**config.mk**
```make
export PLATFORM = sky130hd
export DESIGN_NAME = dcc_out_fifo_flat
export DESIGN_NICKNAME = d
export VERILOG_FILES = /design/src/design/dcc_pkg.sv /design/src/design/dcc_stream_if.sv /design/src/design/dcc_out_fifo.sv /design/src/flat_wrapper.sv
export SDC_FILE = /design/constraint.sdc
export NUM_CORES = 1
export LEC_CHECK = 0
export ABC_AREA = 1
export BUFFER_PORTS_ARGS = -buffer_cell sky130_fd_sc_hd__buf_2
export CORE_MARGIN = 8
export CORE_UTILIZATION = 35
export CTS_BUF_LIST = sky130_fd_sc_hd__clkbuf_8 sky130_fd_sc_hd__clkbuf_16
export DETAILED_ROUTE_END_ITERATION = 7
export GPL_ROUTABILITY_DRIVEN = 1
export PLACE_DENSITY = 0.68
export SLEW_MARGIN = 20
export SYNTH_ARGS = -nofsm -noshare
export SYNTH_HDL_FRONTEND = slang
export SYNTH_SLANG_ARGS = --single-unit
```
**constraint.sdc**
```tcl
create_clock -name clock -period 1.7 [get_ports clock]
set_clock_uncertainty 0.05 [all_clocks]
set_input_delay 0.17 -clock clock [delete_from_list [all_inputs] [get_ports clock]]
set_output_delay 0.17 -clock clock [all_outputs]
set_load 0.01 [all_outputs]
```
**src/design/dcc_pkg.sv**
```systemverilog
`timescale 1ns / 1ps
// ----------------------------------------------------------------------------
// Dominant channel colorize package
// Shared types and constants for the 3x3 dominant channel colorize unit.
// ----------------------------------------------------------------------------
package dcc_pkg;

   localparam int CHAN_W            = 8;
   localparam int POS_W             = 10;
   localparam int CSR_DATA_W        = 11;
   localparam int CSR_INDEX_W       = 2;
   localparam int ALPHA_W           = 9;
   localparam int GAIN_W            = 10;
   localparam int WIN_TAPS          = 9;
   localparam int WIN_CENTER        = 4;
   localparam int CHAN_SAT          = 255;
   localparam int GAIN_UNITY        = 256;
   localparam int ALPHA_LIMIT       = 256;
   localparam int DIM_MIN           = 3;
   localparam int FRAME_WIDTH_RESET  = 640;
   localparam int FRAME_HEIGHT_RESET = 480;

   // Result buffer depth; it covers the items still in the pipeline.
   localparam int OUT_DEPTH = 8;
   localparam int OUT_PTR_W = $clog2(OUT_DEPTH);
   localparam int OUT_CNT_W = $clog2(OUT_DEPTH + 1);

   localparam logic [CSR_INDEX_W-1:0] REG_FRAME_WIDTH  = 2'd0;
   localparam logic [CSR_INDEX_W-1:0] REG_FRAME_HEIGHT = 2'd1;
   localparam logic [CSR_INDEX_W-1:0] REG_ALPHA_Q8     = 2'd2;

   typedef struct packed {
      logic [CHAN_W-1:0] red;
      logic [CHAN_W-1:0] green;
      logic [CHAN_W-1:0] blue;
   } pixel_type;

   localparam int PIXEL_W = $bits(pixel_type);

   typedef struct packed {
      logic [CHAN_W-1:0] in_blue;
      logic [CHAN_W-1:0] in_green;
      logic [CHAN_W-1:0] in_red;
   } req_payload_type;

   typedef struct packed {
      logic [CHAN_W-1:0] out_blue;
      logic [CHAN_W-1:0] out_green;
      logic [CHAN_W-1:0] out_red;
      logic [POS_W-1:0]  out_column;
      logic [POS_W-1:0]  out_line;
      logic              frame_end;
   } rsp_payload_type;

   typedef struct packed {
      logic                          valid;
      pixel_type [WIN_TAPS-1:0]      px;
      logic [POS_W-1:0]              column;
      logic [POS_W-1:0]              line;
      logic                          last;
   } window_type;

endpackage

```
**src/design/dcc_stream_if.sv**
```systemverilog
`timescale 1ns / 1ps
// ----------------------------------------------------------------------------
// Dominant channel colorize stream interface
// Valid/ready channel carrying one payload item per handshake.
// ----------------------------------------------------------------------------
interface dcc_stream_if #(parameter type payload_type = logic) ();

   logic        valid;
   logic        ready;
   payload_type payload;

   modport source (output valid, output payload, input ready);
   modport sink   (input valid, input payload, output ready);

endinterface

```
**src/design/dcc_out_fifo.sv**
```systemverilog
`timescale 1ns / 1ps
// ----------------------------------------------------------------------------
// Result buffer
// Small register FIFO that holds finished results while the receiver stalls.
// ----------------------------------------------------------------------------
module dcc_out_fifo import dcc_pkg::*; (
   input  logic                  clock,
   input  logic                  reset,
   input  logic                  push,
   input  rsp_payload_type       push_data,
   output logic [OUT_CNT_W-1:0]  count,
   dcc_stream_if.source          rsp
);

   rsp_payload_type       mem_ff [OUT_DEPTH];
   logic [OUT_PTR_W-1:0]  wr_ptr_ff, wr_ptr_in;
   logic [OUT_PTR_W-1:0]  rd_ptr_ff, rd_ptr_in;
   logic [OUT_CNT_W-1:0]  count_ff, count_in;
   logic                  pop;

   assign pop = rsp.valid && rsp.ready;

   always_comb begin
      wr_ptr_in = wr_ptr_ff;
      rd_ptr_in = rd_ptr_ff;
      count_in  = count_ff;
      if (push) begin
         wr_ptr_in = (32'(wr_ptr_ff) == OUT_DEPTH - 1) ? '0 : wr_ptr_ff + OUT_PTR_W'(1);
      end
      if (pop) begin
         rd_ptr_in = (32'(rd_ptr_ff) == OUT_DEPTH - 1) ? '0 : rd_ptr_ff + OUT_PTR_W'(1);
      end
      if (push && !pop) begin
         count_in = count_ff + OUT_CNT_W'(1);
      end else if (pop && !push) begin
         count_in = count_ff - OUT_CNT_W'(1);
      end
   end

   always_ff @(posedge clock) begin
      if (reset) begin
         wr_ptr_ff <= '0;
         rd_ptr_ff <= '0;
         count_ff  <= '0;
      end else begin
         wr_ptr_ff <= wr_ptr_in;
         rd_ptr_ff <= rd_ptr_in;
         count_ff  <= count_in;
      end
   end

   always_ff @(posedge clock) begin
      if (push) begin
         mem_ff[wr_ptr_ff] <= push_data;
      end
   end

   assign rsp.valid   = count_ff != '0;
   assign rsp.payload = mem_ff[rd_ptr_ff];
   assign count       = count_ff;

endmodule

```
**src/flat_wrapper.sv**
```systemverilog
// flat-port wrapper written by rule: the top's interface ports become plain ports
module dcc_out_fifo_flat import dcc_pkg::*;
  (clock, reset, push, push_data, count, rsp_valid, rsp_payload, rsp_ready);
  dcc_stream_if rsp_i ();
  input  logic clock;
  input  logic reset;
  input  logic push;
  input  rsp_payload_type push_data;
  output logic [OUT_CNT_W-1:0] count;
  output wire logic [$bits(rsp_i.valid)-1:0] rsp_valid;
  output wire logic [$bits(rsp_i.payload)-1:0] rsp_payload;
  input wire logic [$bits(rsp_i.ready)-1:0] rsp_ready;
  assign rsp_valid = rsp_i.valid;
  assign rsp_payload = rsp_i.payload;
  assign rsp_i.ready = rsp_ready;
  dcc_out_fifo u_core (.clock(clock), .reset(reset), .push(push), .push_data(push_data), .count(count), .rsp(rsp_i));
endmodule
```
==> reports/metrics.csv <==
stage,metric,value,unit
synthesis,synth_seq_area_share,50.3,%
power,cellLeakagePower,0.546,nW
global_route,grt_overflow_total,0,
floorplanning,die_w,69.3,um
synthesis,yosysWarnings,0,
synthesis,synth_edf_count,8,
timing,finalSetupViolCount,0,
global_route,grt.total_usage,7.28,%
routing,postRouteAntennaNets,0,
run_status,outcome,"complete, no violations",
synthesis,syn-cell-area,995,sq um
clock_network,h-tree-depth,1,
cells_and_area,syn_to_final_growth,22.0,%
clock_network,clkSinkCount,21,
placement,dpl-instance-area,1160,sq um
synthesis,synthesis.nets,172,
routing,drt_iter0_markers,21,
synthesis,post-synth-top-area-cell,dfxtp_1,
synthesis,yosys_register_bits,21,
clock_network,numCtsBuffers,3,
timing,rsz0062_at_grt,true,
setup_path,crit_fanout,4,
clock_network,cts_root_buffer,clkbuf_8,
synthesis,synth_ff_type,dfxtp_1,
timing,fin_crit_sh,96.3,%
timing,finalSetupTns,0,ps
floorplanning,rows,19,
global_route,grt_pass1_wl,2990,um
cells_and_area,num_antenna_cells,0,
timing,max_clock_freq,0.611,GHz
floorplanning,initial_core_util,36.4,%
floorplanning,pin_count,55,
timing,worst_pin_slew,179,ps
global_route,antenna_found_initial,0,
routing,post-route-drc-count,0,
timing,final_max_slew_viol_count,0,
synthesis,postSynthCellCount,115,
routing,wl,1640,um
placement,io_buffers,10,
floorplanning,dieArea,4800,sq um
timing,slew_headroom,87.9,%
cells_and_area,stdcell_count,166,
synthesis,synth_top_area_share,26.2,%
power,vdd_drop_max,1.04,mV
floorplanning,coreArea,2730,sq um
placement,placed_cells,161,
routing,wl_per_cell,9.89,um
synthesis,synthTopCellsByArea,"dfxtp_1 26%, edfxtp_1 24%, ha_1 8.8%",
placement,dpl.hpwl,1320,um
flow_run,drv_cap,0,
global_route,grt_pass1_vias,714,
setup_path,cp.arrival,1740,ps
synthesis,synth_common_cells,"21 x nand2_1, 21 x nor2_1, 14 x inv_1",
clock_network,clk_latency,260,ps
clock_network,tritoncts,done,
global_route,grt_max_degree,12,
floorplanning,chipHeight,69.3,um
hold_path,min_path_type,in2reg,
clock_network,clkTransAtPathRegs,70,ps
setup_path,cp-end-kind,flip-flop,
setup_path,critPathKind,reg2reg,
cells_and_area,final_layout_size_suffix_gt1_share,22.2,%
cells_and_area,layout.nets,193,
synthesis,synth_cell_types,16,
clock_network,clk_path_buf_depth,2,
cells_and_area,fin_area,1210,sq um
setup_path,start_kind,flip-flop,
synthesis,synth.avg_cell_area,8.65,sq um
routing,vias_per_cell,4.55,
timing,hold_violations,0,
power,power,1.82,mW
setup_path,worstPathRequired,1810,ps
synthesis,async_reset_ff_share,0,%
clock_network,ctsHoldBuffers,0,
power,powerDensity,1500,nW/um^2
routing,firstDrtPassIters,4,
placement,gp_congestion,0.835,
timing,period_needed,1640,ps
routing,via_count,756,
final timing paths:
| check | from | end | slack (ps) | cells past startpoint |
|---|---|---|---|---|
| worst max-delay path | u_core.count[0]$_SDFFE_PP0P_ | u_core.count[2]$_SDFFE_PP0P_ | 60 | 9 |
| worst min-delay path | reset | u_core.wr_ptr_ff[0]$_SDFFE_PP0P_ | 120 | 2 |
| worst max register to register | u_core.count[0]$_SDFFE_PP0P_ | u_core.count[2]$_SDFFE_PP0P_ | 60 | 9 |
| worst min register to register | u_core.rd_ptr_ff[2]$_SDFFE_PP0P_ | u_core.rd_ptr_ff[2]$_SDFFE_PP0P_ | 450 | 2 |
cells in the final DEF, fill, tap and decap left out, drive strengths merged:
cell and n:
xor2 1, dfxtp 13, edfxtp 8, nor3 1, a21oi 9, or2 2
o21ai 9, clkbuf 3, ha 7, fa 1, inv 15, buf 16
nor2 22, nand2 22, nand3 6
kinds of logic (layout without fill, tap and decap cells):
group	count (synthesis)	in the layout	share of synthesized area, %
flops	21	21	50.3
buf+inv	14	34	5.28
compound gates	18	18	9.06
xor+xnor	1	1	0.881
fa+ha+maj	8	8	10.8
simple gates	53	53	23.6
layer usage:
layer / track usage [%] / routed length [um]
met5: 0 / 0
met1: 8.22 / 769
met2: 12.2 / 812
met4: 4.78 / 38
met3: 1.29 / 23
final cells by class:
class                           count  area [sq um]
Clock buffer                        3          41.3
Clock inverter                      1          3.75
Fill cell                         256          1520
Inverter                           14          55.1
Multi-Input combinational cell     80           472
Sequential cell                    21           508
Tap cell                           31          38.8
Timing Repair Buffer               16          95.1
stage by stage:
step | worst slack (ps) | hold slack, ps | util (%)
floorplan | 14.2 | 192 | -
global placement | 49.9 | 382 | 42.4
detailed placement | 37.7 | 388 | 42.4
CTS | 24.7 | 108 | 44.0
global route | -39.3 | 117 | 44.4
finish | 63.3 | 119 | 44.4
critical path, stage by stage (launching register included):
cell and delay, ps:
dfxtp_2 340, nor2_4 110, nand3_4 80, nand2_4 80, ha_4 140, inv_4 50, fa_1 370, xor2_1 150
o21ai_1 120, inv_1 50
what timing repair did:
action                                  CTS  global route
resized for setup                         0             2
setup buffers                             0             1
endpoints found under the setup margin    0             2
power by group:
| part | leakage, nW | total, mW | switching [mW] | internal [mW] |
|---|---|---|---|---|
| clock | 0.0269 | 0.311 | 0.150 | 0.161 |
| sequential | 0.181 | 0.685 | 0.0647 | 0.620 |
| combinational | 0.338 | 0.821 | 0.440 | 0.381 |
No activity file was read; power rests on OpenSTA's default activity.
