[config.mk]
export PLATFORM = sky130hd
export DESIGN_NAME = dcc_colorize
export DESIGN_NICKNAME = d
export VERILOG_FILES = /design/src/design/dcc_pkg.sv /design/src/design/dcc_colorize.sv
export SDC_FILE = /design/constraint.sdc
export NUM_CORES = 1
export LEC_CHECK = 0
export BUFFER_PORTS_ARGS = -buffer_cell sky130_fd_sc_hd__buf_2
export CORE_ASPECT_RATIO = 0.8
export CORE_UTILIZATION = 45
export CTS_BUF_LIST = sky130_fd_sc_hd__clkbuf_8
export DETAILED_ROUTE_END_ITERATION = 8
export PLACE_DENSITY = 0.7
export SLEW_MARGIN = 20
export SYNTH_ARGS = -nofsm -noshare
export SYNTH_HDL_FRONTEND = slang
export SYNTH_SLANG_ARGS = --single-unit
export TNS_END_PERCENT = 50
[constraint.sdc]
create_clock -name clock -period 22.2 [get_ports clock]
set_input_delay 0 -clock clock [delete_from_list [all_inputs] [get_ports clock]]
set_output_delay 0 -clock clock [all_outputs]
set_load 0.1 [all_outputs]
[src/design/dcc_pkg.sv]
`timescale 1ns / 1ps
// ----------------------------------------------------------------------------
// Dominant channel colorize package
// Shared types and constants for the 3x3 dominant channel colorize unit.
// ----------------------------------------------------------------------------
package dcc_pkg;

   localparam int CHAN_W            = 8;
   localparam int POS_W             = 10;
   localparam int CSR_DATA_W        = 11;
   localparam int CSR_INDEX_W       = 2;
   localparam int ALPHA_W           = 9;
   localparam int GAIN_W            = 10;
   localparam int WIN_TAPS          = 9;
   localparam int WIN_CENTER        = 4;
   localparam int CHAN_SAT          = 255;
   localparam int GAIN_UNITY        = 256;
   localparam int ALPHA_LIMIT       = 256;
   localparam int DIM_MIN           = 3;
   localparam int FRAME_WIDTH_RESET  = 640;
   localparam int FRAME_HEIGHT_RESET = 480;

   // Result buffer depth; it covers the items still in the pipeline.
   localparam int OUT_DEPTH = 8;
   localparam int OUT_PTR_W = $clog2(OUT_DEPTH);
   localparam int OUT_CNT_W = $clog2(OUT_DEPTH + 1);

   localparam logic [CSR_INDEX_W-1:0] REG_FRAME_WIDTH  = 2'd0;
   localparam logic [CSR_INDEX_W-1:0] REG_FRAME_HEIGHT = 2'd1;
   localparam logic [CSR_INDEX_W-1:0] REG_ALPHA_Q8     = 2'd2;

   typedef struct packed {
      logic [CHAN_W-1:0] red;
      logic [CHAN_W-1:0] green;
      logic [CHAN_W-1:0] blue;
   } pixel_type;

   localparam int PIXEL_W = $bits(pixel_type);

   typedef struct packed {
      logic [CHAN_W-1:0] in_blue;
      logic [CHAN_W-1:0] in_green;
      logic [CHAN_W-1:0] in_red;
   } req_payload_type;

   typedef struct packed {
      logic [CHAN_W-1:0] out_blue;
      logic [CHAN_W-1:0] out_green;
      logic [CHAN_W-1:0] out_red;
      logic [POS_W-1:0]  out_column;
      logic [POS_W-1:0]  out_line;
      logic              frame_end;
   } rsp_payload_type;

   typedef struct packed {
      logic                          valid;
      pixel_type [WIN_TAPS-1:0]      px;
      logic [POS_W-1:0]              column;
      logic [POS_W-1:0]              line;
      logic                          last;
   } window_type;

endpackage

[src/design/dcc_colorize.sv]
`timescale 1ns / 1ps
// ----------------------------------------------------------------------------
// Dominant channel colorize datapath
// Finds the per-channel window maximum, picks the dominant channel and scales
// the center pixel with saturation.
// ----------------------------------------------------------------------------
module dcc_colorize import dcc_pkg::*; (
   input  logic                clock,
   input  logic                reset,
   input  window_type          window,
   input  logic [ALPHA_W-1:0]  alpha,
   output logic                stage_busy,
   output logic                result_valid,
   output rsp_payload_type     result
);

   localparam logic [1:0] DOM_BLUE  = 2'd0;
   localparam logic [1:0] DOM_GREEN = 2'd1;
   localparam logic [1:0] DOM_RED   = 2'd2;

   logic [CHAN_W-1:0] max_blue, max_green, max_red;
   logic [1:0]        dominant;
   logic [GAIN_W-1:0] gain_up, gain_down;

   logic                          sa_valid_ff;
   pixel_type                     sa_center_ff;
   logic [GAIN_W-1:0]             sa_gain_blue_ff;
   logic [GAIN_W-1:0]             sa_gain_green_ff;
   logic [GAIN_W-1:0]             sa_gain_red_ff;
   logic [POS_W-1:0]              sa_column_ff;
   logic [POS_W-1:0]              sa_line_ff;
   logic                          sa_last_ff;

   function automatic logic [CHAN_W-1:0] scale_sat(input logic [CHAN_W-1:0] value,
                                                   input logic [GAIN_W-1:0] gain);
      logic [CHAN_W+GAIN_W-1:0] prod;
      logic [GAIN_W-1:0]        shifted;
      prod    = (CHAN_W + GAIN_W)'(value) * (CHAN_W + GAIN_W)'(gain);
      shifted = prod[CHAN_W+GAIN_W-1:8];
      if (32'(shifted) > CHAN_SAT) begin
         return CHAN_W'(CHAN_SAT);
      end
      return shifted[CHAN_W-1:0];
   endfunction

   always_comb begin
      max_blue  = '0;
      max_green = '0;
      max_red   = '0;
      for (int k = 0; k < WIN_TAPS; k++) begin
         if (window.px[k].blue > max_blue) begin
            max_blue = window.px[k].blue;
         end
         if (window.px[k].green > max_green) begin
            max_green = window.px[k].green;
         end
         if (window.px[k].red > max_red) begin
            max_red = window.px[k].red;
         end
      end
      // Red wins any tie, then green wins over blue.
      if (max_red >= max_green && max_red >= max_blue) begin
         dominant = DOM_RED;
      end else if (max_green >= max_blue) begin
         dominant = DOM_GREEN;
      end else begin
         dominant = DOM_BLUE;
      end
      gain_up   = GAIN_W'(GAIN_UNITY) + GAIN_W'(alpha);
      gain_down = GAIN_W'(GAIN_UNITY) - GAIN_W'(alpha);
   end

   always_ff @(posedge clock) begin
      if (reset) begin
         sa_valid_ff <= 1'b0;
      end else begin
         sa_valid_ff <= window.valid;
      end
   end

   always_ff @(posedge clock) begin
      if (window.valid) begin
         sa_center_ff     <= window.px[WIN_CENTER];
         sa_gain_blue_ff  <= (dominant == DOM_BLUE)  ? gain_up : gain_down;
         sa_gain_green_ff <= (dominant == DOM_GREEN) ? gain_up : gain_down;
         sa_gain_red_ff   <= (dominant == DOM_RED)   ? gain_up : gain_down;
         sa_column_ff     <= window.column;
         sa_line_ff       <= window.line;
         sa_last_ff       <= window.last;
      end
   end

   always_comb begin
      result.out_blue   = scale_sat(sa_center_ff.blue, sa_gain_blue_ff);
      result.out_green  = scale_sat(sa_center_ff.green, sa_gain_green_ff);
      result.out_red    = scale_sat(sa_center_ff.red, sa_gain_red_ff);
      result.out_column = sa_column_ff;
      result.out_line   = sa_line_ff;
      result.frame_end  = sa_last_ff;
   end

   assign result_valid = sa_valid_ff;
   assign stage_busy   = sa_valid_ff;

endmodule

==> flow_summary.toml, run 1 <==
[global_route]
grt_pass1_wl_microns = 76000
grt_max_degree = 75
busiest_layer = "met2"
grt_use_total = 0.235
gr-total-overflow = 0
grt_antenna_before_repair = 17
met2_usage = 0.391
met3_usage = 0.0285
met1_usage = 0.313
grt_pass1_vias = 15819

[critical_path]
crit_fanout = 26
slowest_delay_ns = 0.73
end_kind = "flip-flop"
cp-start-kind = "primary input"
arrival_ns = 19.37
worstSetupPathType = "in2reg"
required_ns = 22.32
critPathSlowestCell = "a211oi_1"

[finish]
final_layout_size_suffix_gt1_frac = 0.159
final_util = 0.529
fillers = 3555
nNetsFinal = 3061
fin_cells = 2894
multi_input_area_sq_mm = 0.0141
area_delta_synth_final_pct = 15.1
area.sequential_sq_mm = 0.00221

[logic_synthesis]
ys_warn_count = 0
synth_top_area_frac = 0.207
synth_cell_types = 90
ys_seq_area_frac = 0.125
syn_inst = 2070
synth_area_leaders = "ha_1 (21%), fa_1 (16%), edfxtp_1 (12%)"
synth-main-ff-cell = "edfxtp_1"
async_flop_share = 0
ys_ff_latch = 74
synth_largest_area_cell = "ha_1"
synth_edf_count = 73
syn_area_per_cell_sq_um = 8.53
syn_nets = 2752
syn-cell-area_sq_mm = 0.0177

[sta]
fin_ws_ns = 2.95
period_minus_slack_ns = 19.25
slew_headroom = 0.281
setup_viol = 0
slew_viol_final = 0
timing.final.hold_violations = 0
tns_ns = 0
grt_setup_unrepaired = "no"
clock.fmax_mhz = 51.9
fin_crit_sh = 0.867
max_slew.worst_pin.slew_ns = 1.08

[die]
die_area_sq_mm = 0.0400
io_pins = 296
fp.dieH_microns = 179
design.core.area_sq_mm = 0.0384
floorplan.initialDensity = 0.459
row_count = 64
die_w_microns = 223

[min_path]
hp-class = "in2reg"
hold-path-cell-count = 2

[drt]
vias_per_cell = 5.49
vias = 15880
detail-route-antenna-nets = 0
drt-initial-drc-count = 944
drc = 0
wirelength_microns = 47400
firstDrtPassIters = 5
wl_per_cell_microns = 16.4

[clock_network]
cts_tree = "yes"
cts_root_buf = "clkbuf_8"
cts_buffers = 9
post_cts.repair.setup_buffers = 0
cts_resized = 0
clk_path_buf_depth = 2
h-tree-depth = 3
cts.sinks = 74
clk_pin_slew_ns = 0.08

[placed_design]
io_buffers = 295
place_inst = 2815
gp_congestion = 0.950
dp_hpwl_microns = 40900
dp_slack_ns = 2.97

[flow_run]
maxCapViolCount = 0

[status]
outcome = "finished, final reports clean"
final timing paths:
| path | from | endpoint | slack, ns |
|---|---|---|---|
| worst min-delay path | alpha[3] | sa_gain_red_ff[3] | 0.03 |
| worst max-delay path | window[57] | sa_gain_blue_ff[1] | 2.95 |
synth_stat cells (5+ instances only):
master,number
a21oi_1,125
o21ai_1,5
nor4_1,6
o21bai_1,25
clkbuf_1,38
nand2_1,216
fa_1,141
mux2i_1,68
ha_1,292
a31oi_1,10
and4_1,11
nor2_1,83
xnor2_1,19
o211ai_1,9
nor2b_1,23
edfxtp_1,73
nand4_1,10
o31ai_1,10
a21boi_0,8
and3_1,24
mux2_2,37
and2_1,126
nor3_1,43
a31o_2,5
nand3_1,35
o21ai_0,70
nand2b_1,21
nor3b_1,5
or3_1,15
a211oi_1,7
xor2_1,21
inv_1,304
o21a_1,41
a21o_1,44
or2_2,5
cell families after synthesis:
family | after synthesis | synth area share
fa+ha+maj | 435 | 0.368
xor+xnor | 40 | 0.0198
flops | 74 | 0.125
buf+inv | 349 | 0.0750
compound gates | 425 | 0.164
mux | 112 | 0.0679
simple gates | 635 | 0.180
final cells by class:
class	count	share of cell area
Tap cell	495	0.0305
Clock inverter	6	0.00523
Antenna cell	16	0.00197
Timing Repair Buffer	343	0.0964
Inverter	304	0.0561
Clock buffer	9	0.00609
Multi-Input combinational cell	1647	0.695
Sequential cell	74	0.109
flip-flops by register name, indices dropped and copies added, names as in the netlist:
signal	count
sa_center_ff	24
sa_column_ff	10
sa_gain_blue_ff	10
sa_line_ff	10
sa_gain_green_ff	9
sa_gain_red_ff	9
result_valid	1
sa_last_ff	1
through the flow:
| stage | hold WS (ns) | area, sq um |
|---|---|---|
| final | 0.0251 | 20300 |
| after global routing | 0.0323 | 20300 |
| after CTS | 0.00631 | 20300 |
| after detailed placement | 0.169 | 19600 |
| after global placement | 0.156 | 19600 |
| after floorplan | 0.0716 | 17700 |
placed cells by master (no fill, tap or decap), types with 5 or more instances in the layout:
cell           count
edfxtp_1          73
mux2i_1           68
a31oi_1           10
or3_1             15
nor2_1            83
o21bai_1          25
ha_1             292
a21o_1            44
a211oi_1           7
nor3_1            43
o31ai_1           10
xor2_1            21
a31o_2             5
nor4_1             6
buf_2            294
o211ai_1           9
nand2_1          216
nand3_1           35
and2_1           126
mux2_2            37
dlygate4sd3_1     48
xnor2_1           19
inv_1            304
or2_2              5
a21boi_0           8
nor3b_1            5
clkbuf_8           9
o21ai_0           70
fa_1             141
and4_1            11
a21oi_1          125
nand4_1           10
nor2b_1           23
nand2b_1          21
diode_2           16
and3_1            24
o21a_1            41
worst max-delay path: cells and delay by family:
| kind | cells | cell delay (ns) |
|---|---|---|
| mux | 5 | 1.90 |
| simple gates | 21 | 4.38 |
| buf+inv | 6 | 0.59 |
| fa+ha+maj | 9 | 2.53 |
| compound gates | 40 | 9.91 |
metal layers:
| layer | share of wire | vias to the layer above |
|---|---|---|
| met1 | 0.45 | 7557 |
| met2 | 0.47 | 432 |
| met5 | 0 | - |
| met3 | 0.050 | 80 |
| met4 | 0.027 | 0 |
| li1 | - | 7811 |
timing repair:
| action | 4_1_cts | 5_1_grt |
|---|---|---|
| hold buffers | 48 | 0 |
| setup endpoints to repair | 0 | 0 |
| hold endpoints to repair | 48 | 0 |
Power of run 1 is left out: the tool's default activity adds up to more than one toggle a clock period on the data nets, which glitch-free logic cannot reach.
==> run 2: changes to the inputs <==
--- a/config.mk
+++ b/config.mk
@@ -11,6 +11,7 @@
 export CTS_BUF_LIST = sky130_fd_sc_hd__clkbuf_8
 export DETAILED_ROUTE_END_ITERATION = 8
 export PLACE_DENSITY = 0.7
+export REMOVE_ABC_BUFFERS = 1
 export SLEW_MARGIN = 20
 export SYNTH_ARGS = -nofsm -noshare
 export SYNTH_HDL_FRONTEND = slang
==> constraint.sdc (replaced) <==
create_clock -name clock -period 22.2 [get_ports clock]
set_input_delay 0 -clock clock [delete_from_list [all_inputs] [get_ports clock]]
set_output_delay 0 -clock clock [all_outputs]
set_load 0.01 [all_outputs]
==> flow_summary.toml, run 2 (same netlist as run 1, synthesis figures left out) <==
[status]
outcome = "finished, final reports clean"

[finish]
multi_input_area_sq_mm = 0.0141
layout_common_cells = "inv_1 (305), buf_2 (295), ha_1 (292)"
final_layout_size_suffix_gt1_frac = 0.159
area.sequential_sq_mm = 0.00221
fin_area_sq_mm = 0.0203
area_delta_synth_final_pct = 14.8
fillers = 3490
nNetsFinal = 3062
layout_commonest_cell = "inv_1"
largest_register_ff_count = 24
top_register = "sa_center_ff"

[drt]
firstDrtPassIters = 5
detail-route-antenna-nets = 0
wl_per_cell_microns = 16.2
drt-initial-drc-count = 999
wirelength_microns = 46800
vias = 15906
vias_per_cell = 5.50
drc = 0

[global_route]
grt_use_total = 0.230
grt_antenna_before_repair = 15
grt_pass1_wl_microns = 75400
grt_pass1_vias = 15681
gr-total-overflow = 0
grt_max_degree = 75

[sta]
timing.final.hold_violations = 0
slew_headroom = 0.304
grt_setup_unrepaired = "no"
max_slew.worst_pin.slew_ns = 1.04
slew_viol_final = 0
setup_viol = 0
fin_crit_sh = 0.862
tns_ns = 0
clock.fmax_mhz = 52.3
period_minus_slack_ns = 19.13

[die]
floorplan.initialDensity = 0.459
io_pins = 296
die_w_microns = 223
row_count = 64
fp.dieH_microns = 179
die_area_sq_mm = 0.0400
design.core.area_sq_mm = 0.0384

[clock_network]
cts_resized = 0
cts_buffers = 9
cts_tree = "yes"
h-tree-depth = 3
clk_path_buf_depth = 2
cts_root_buf = "clkbuf_8"
clk_pin_slew_ns = 0.08
cts.sinks = 74

[critical_path]
end_kind = "flip-flop"
crit_top_cell = "a21oi_1"
slowest_delay_ns = 0.73
crit_fanout = 26
arrival_ns = 19.24
critPathSlowestCell = "a211oi_1"
cp-start-kind = "primary input"
required_ns = 22.31
worstSetupPathType = "in2reg"

[placed_design]
dp_hpwl_microns = 40100
io_buffers = 295
gp_congestion = 0.941
dpl-instance-area_sq_mm = 0.0196

[min_path]
hp-class = "in2reg"

[flow_run]
maxCapViolCount = 0
run 2: cell count changes in the layout (fill, tap and decap cells not counted):
cell / previous run / this run
bufinv_16: 3 / 1
dlygate4sd3_1: 48 / 47
buf_4: 1 / 2
clkinvlp_4: 0 / 2
clkinv_4: 1 / 0
clkinv_2: 0 / 1
diode_2: 16 / 12
buf_2: 294 / 295
inv_1: 304 / 305
run 2: area by class of cell:
class,instances,share of cell area
inverter,304,0.0563
tap,495,0.0305
clock inverter,7,0.00302
sequential,74,0.109
multi-input combinational,1647,0.697
clock buffer,9,0.00611
timing repair buffer,344,0.0968
antenna,12,0.00148
run 2: final timing paths:
kind / end / start / slack, ns / depth (start not counted)
max: sa_gain_blue_ff[1] / window[30] / 3.07 / 84
min: sa_gain_green_ff[1] / alpha[1] / 0.02 / 2
run 2: critical path: cells and delay by family:
kind / cells / cell delay, ns
fa+ha+maj: 9 / 2.55
simple gates: 21 / 4.26
compound gates: 42 / 9.97
buf+inv: 7 / 0.57
mux: 5 / 1.87
run 2: routing by layer:
metal / part of all wire / vias up / GRT usage
met2: 0.47 / 419 / 0.386
met3: 0.049 / 72 / 0.0288
met5: 0.00058 / - / 0
met1: 0.46 / 7620 / 0.309
met4: 0.022 / 4 / 0.0736
li1: - / 7791 / -
run 2: repair_timing:
action | in CTS | in global routing
endpoints found under the hold margin | 47 | 0
buffers inserted | 0 | 0
hold buffers | 47 | 0
run 2: through the flow:
| stage | hold WS (ns) | utilization | setup slack (ns) | cells |
|---|---|---|---|---|
| 2_1_floorplan | 0.0716 | - | 5.11 | 2025 |
| 3_3_place_gp | 0.161 | 0.510 | 3.86 | 2817 |
| 3_5_place_dp | 0.159 | 0.510 | 3.07 | 2817 |
| 4_1_cts | 0.00282 | 0.527 | 3.37 | 2880 |
| 5_1_grt | 0.0299 | 0.527 | 1.50 | 2890 |
| 6_report | 0.0168 | 0.528 | 3.07 | 2892 |
Power of run 2 is left out for the same reason.
==> run 3: changes to the inputs <==
--- a/config.mk
+++ b/config.mk
@@ -7,10 +7,10 @@
 export LEC_CHECK = 0
 export BUFFER_PORTS_ARGS = -buffer_cell sky130_fd_sc_hd__buf_2
 export CORE_ASPECT_RATIO = 0.8
-export CORE_UTILIZATION = 45
+export CORE_UTILIZATION = 50
 export CTS_BUF_LIST = sky130_fd_sc_hd__clkbuf_8
 export DETAILED_ROUTE_END_ITERATION = 8
-export PLACE_DENSITY = 0.7
+export PLACE_DENSITY = 0.76
 export REMOVE_ABC_BUFFERS = 1
 export SLEW_MARGIN = 20
 export SYNTH_ARGS = -nofsm -noshare
==> flow_summary.toml, run 3 (same netlist as run 1, synthesis figures left out) <==
[global_route]
gr-total-overflow = 0
grt_max_degree = 75
grt_use_total = 0.261
grt_pass1_vias = 15837
grt_antenna_before_repair = 20
grt_pass1_wl_microns = 76100

[sta]
tns_ns = 0
slew_headroom = 0.245
slew_viol_final = 0
timing.final.hold_violations = 0
setup_viol = 0
whs_ns = 0.0249
fin_crit_sh = 0.870
max_slew.worst_pin.slew_ns = 1.13
clock.fmax_mhz = 51.8
grt_setup_unrepaired = "no"
period_minus_slack_ns = 19.32
fin_ws_ns = 2.88

[critical_path]
cp-start-kind = "primary input"
crit_fanout = 26
critPathSlowestCell = "a211oi_1"
worstSetupPathType = "in2reg"
cp-startpoint = "window[33]"
required_ns = 22.34
slowest_delay_ns = 0.83
end_kind = "flip-flop"
arrival_ns = 19.45

[finish]
layout_common_cells = "inv_1 (304), buf_2 (295), ha_1 (292)"
nNetsFinal = 3063
layout_commonest_cell = "inv_1"
largest_register_ff_count = 24
top_register = "sa_center_ff"
area_delta_synth_final_pct = 14.9
final_layout_size_suffix_gt1_frac = 0.160
final_util = 0.584

[clock_network]
ctsHoldBuffers = 49
clk_path_buf_depth = 2
cts_root_buf = "clkbuf_8"
cts.sinks = 74
cts_buffers = 9
clk_pin_slew_ns = 0.08
cts_resized = 0
h-tree-depth = 3
cts_tree = "yes"
post_cts.repair.setup_buffers = 0

[drt]
wl_per_cell_microns = 16.4
vias = 16092
drc = 0
drt-initial-drc-count = 975
vias_per_cell = 5.59
detail-route-antenna-nets = 0
firstDrtPassIters = 5
wirelength_microns = 47100

[die]
row_count = 61
design.core.area_sq_mm = 0.0347
floorplan.initialDensity = 0.509
die_w_microns = 212
fp.dieH_microns = 170
die_area_sq_mm = 0.0361
io_pins = 296

[flow_run]
maxCapViolCount = 0

[min_path]
hold-path-cell-count = 2
hp-class = "in2reg"
hold_start = "alpha[8]"

[placed_design]
dp_hpwl_microns = 39700
dp_slack_ns = 2.91
gp_congestion = 0.931
io_buffers = 295

[status]
outcome = "finished, final reports clean"
==> run 3: cell types whose count changed in the layout (fill, tap and decap cells not counted) <==
cell,previous run,this run
inv_6,0,1
clkinv_4,0,4
inv_1,305,304
diode_2,12,20
clkinv_2,1,0
dlygate4sd3_1,47,49
buf_4,2,1
clkinvlp_4,2,0
clkinv_1,2,1
==> run 3: area by class of cell <==
cell class,count,area [sq um]
multi-input cells,1647,14100
clock inverters,7,77.6
well taps,472,591
repair buffers,345,1970
clock buffers,9,124
diodes,20,50.0
flip-flops and latches,74,2210
inverters,304,1140
fillers,3064,14400
==> run 3: path summary, 6_finish.rpt <==
kind | slack [ns] | endpoint
min | 0.02 | sa_gain_blue_ff[8]
max | 2.88 | sa_gain_blue_ff[1]
==> run 3: metal layers <==
metal | wire (microns) | vias to the layer above | global-route usage
li1 | - | 7806 | -
met1 | 20900 | 7669 | 0.349
met2 | 21800 | 514 | 0.424
met3 | 2950 | 101 | 0.0386
met4 | 1470 | 2 | 0.105
met5 | 13 | - | 0
==> run 3: worst max-delay path: cells and delay by family <==
kind | cells | cell delay (ns)
buf+inv | 7 | 0.56
compound gates | 41 | 10.06
fa+ha+maj | 9 | 2.62
simple gates | 21 | 4.32
mux | 5 | 1.85
==> run 3: metrics by stage <==
| stage | cell area, sq um | instances |
|---|---|---|
| 2_1_floorplan | 17500 | 2025 |
| 3_3_place_gp | 19600 | 2793 |
| 3_5_place_dp | 19600 | 2793 |
| 4_1_cts | 20200 | 2858 |
| 5_1_grt | 20300 | 2875 |
| 6_report | 20300 | 2878 |
Power of run 3 is left out for the same reason.
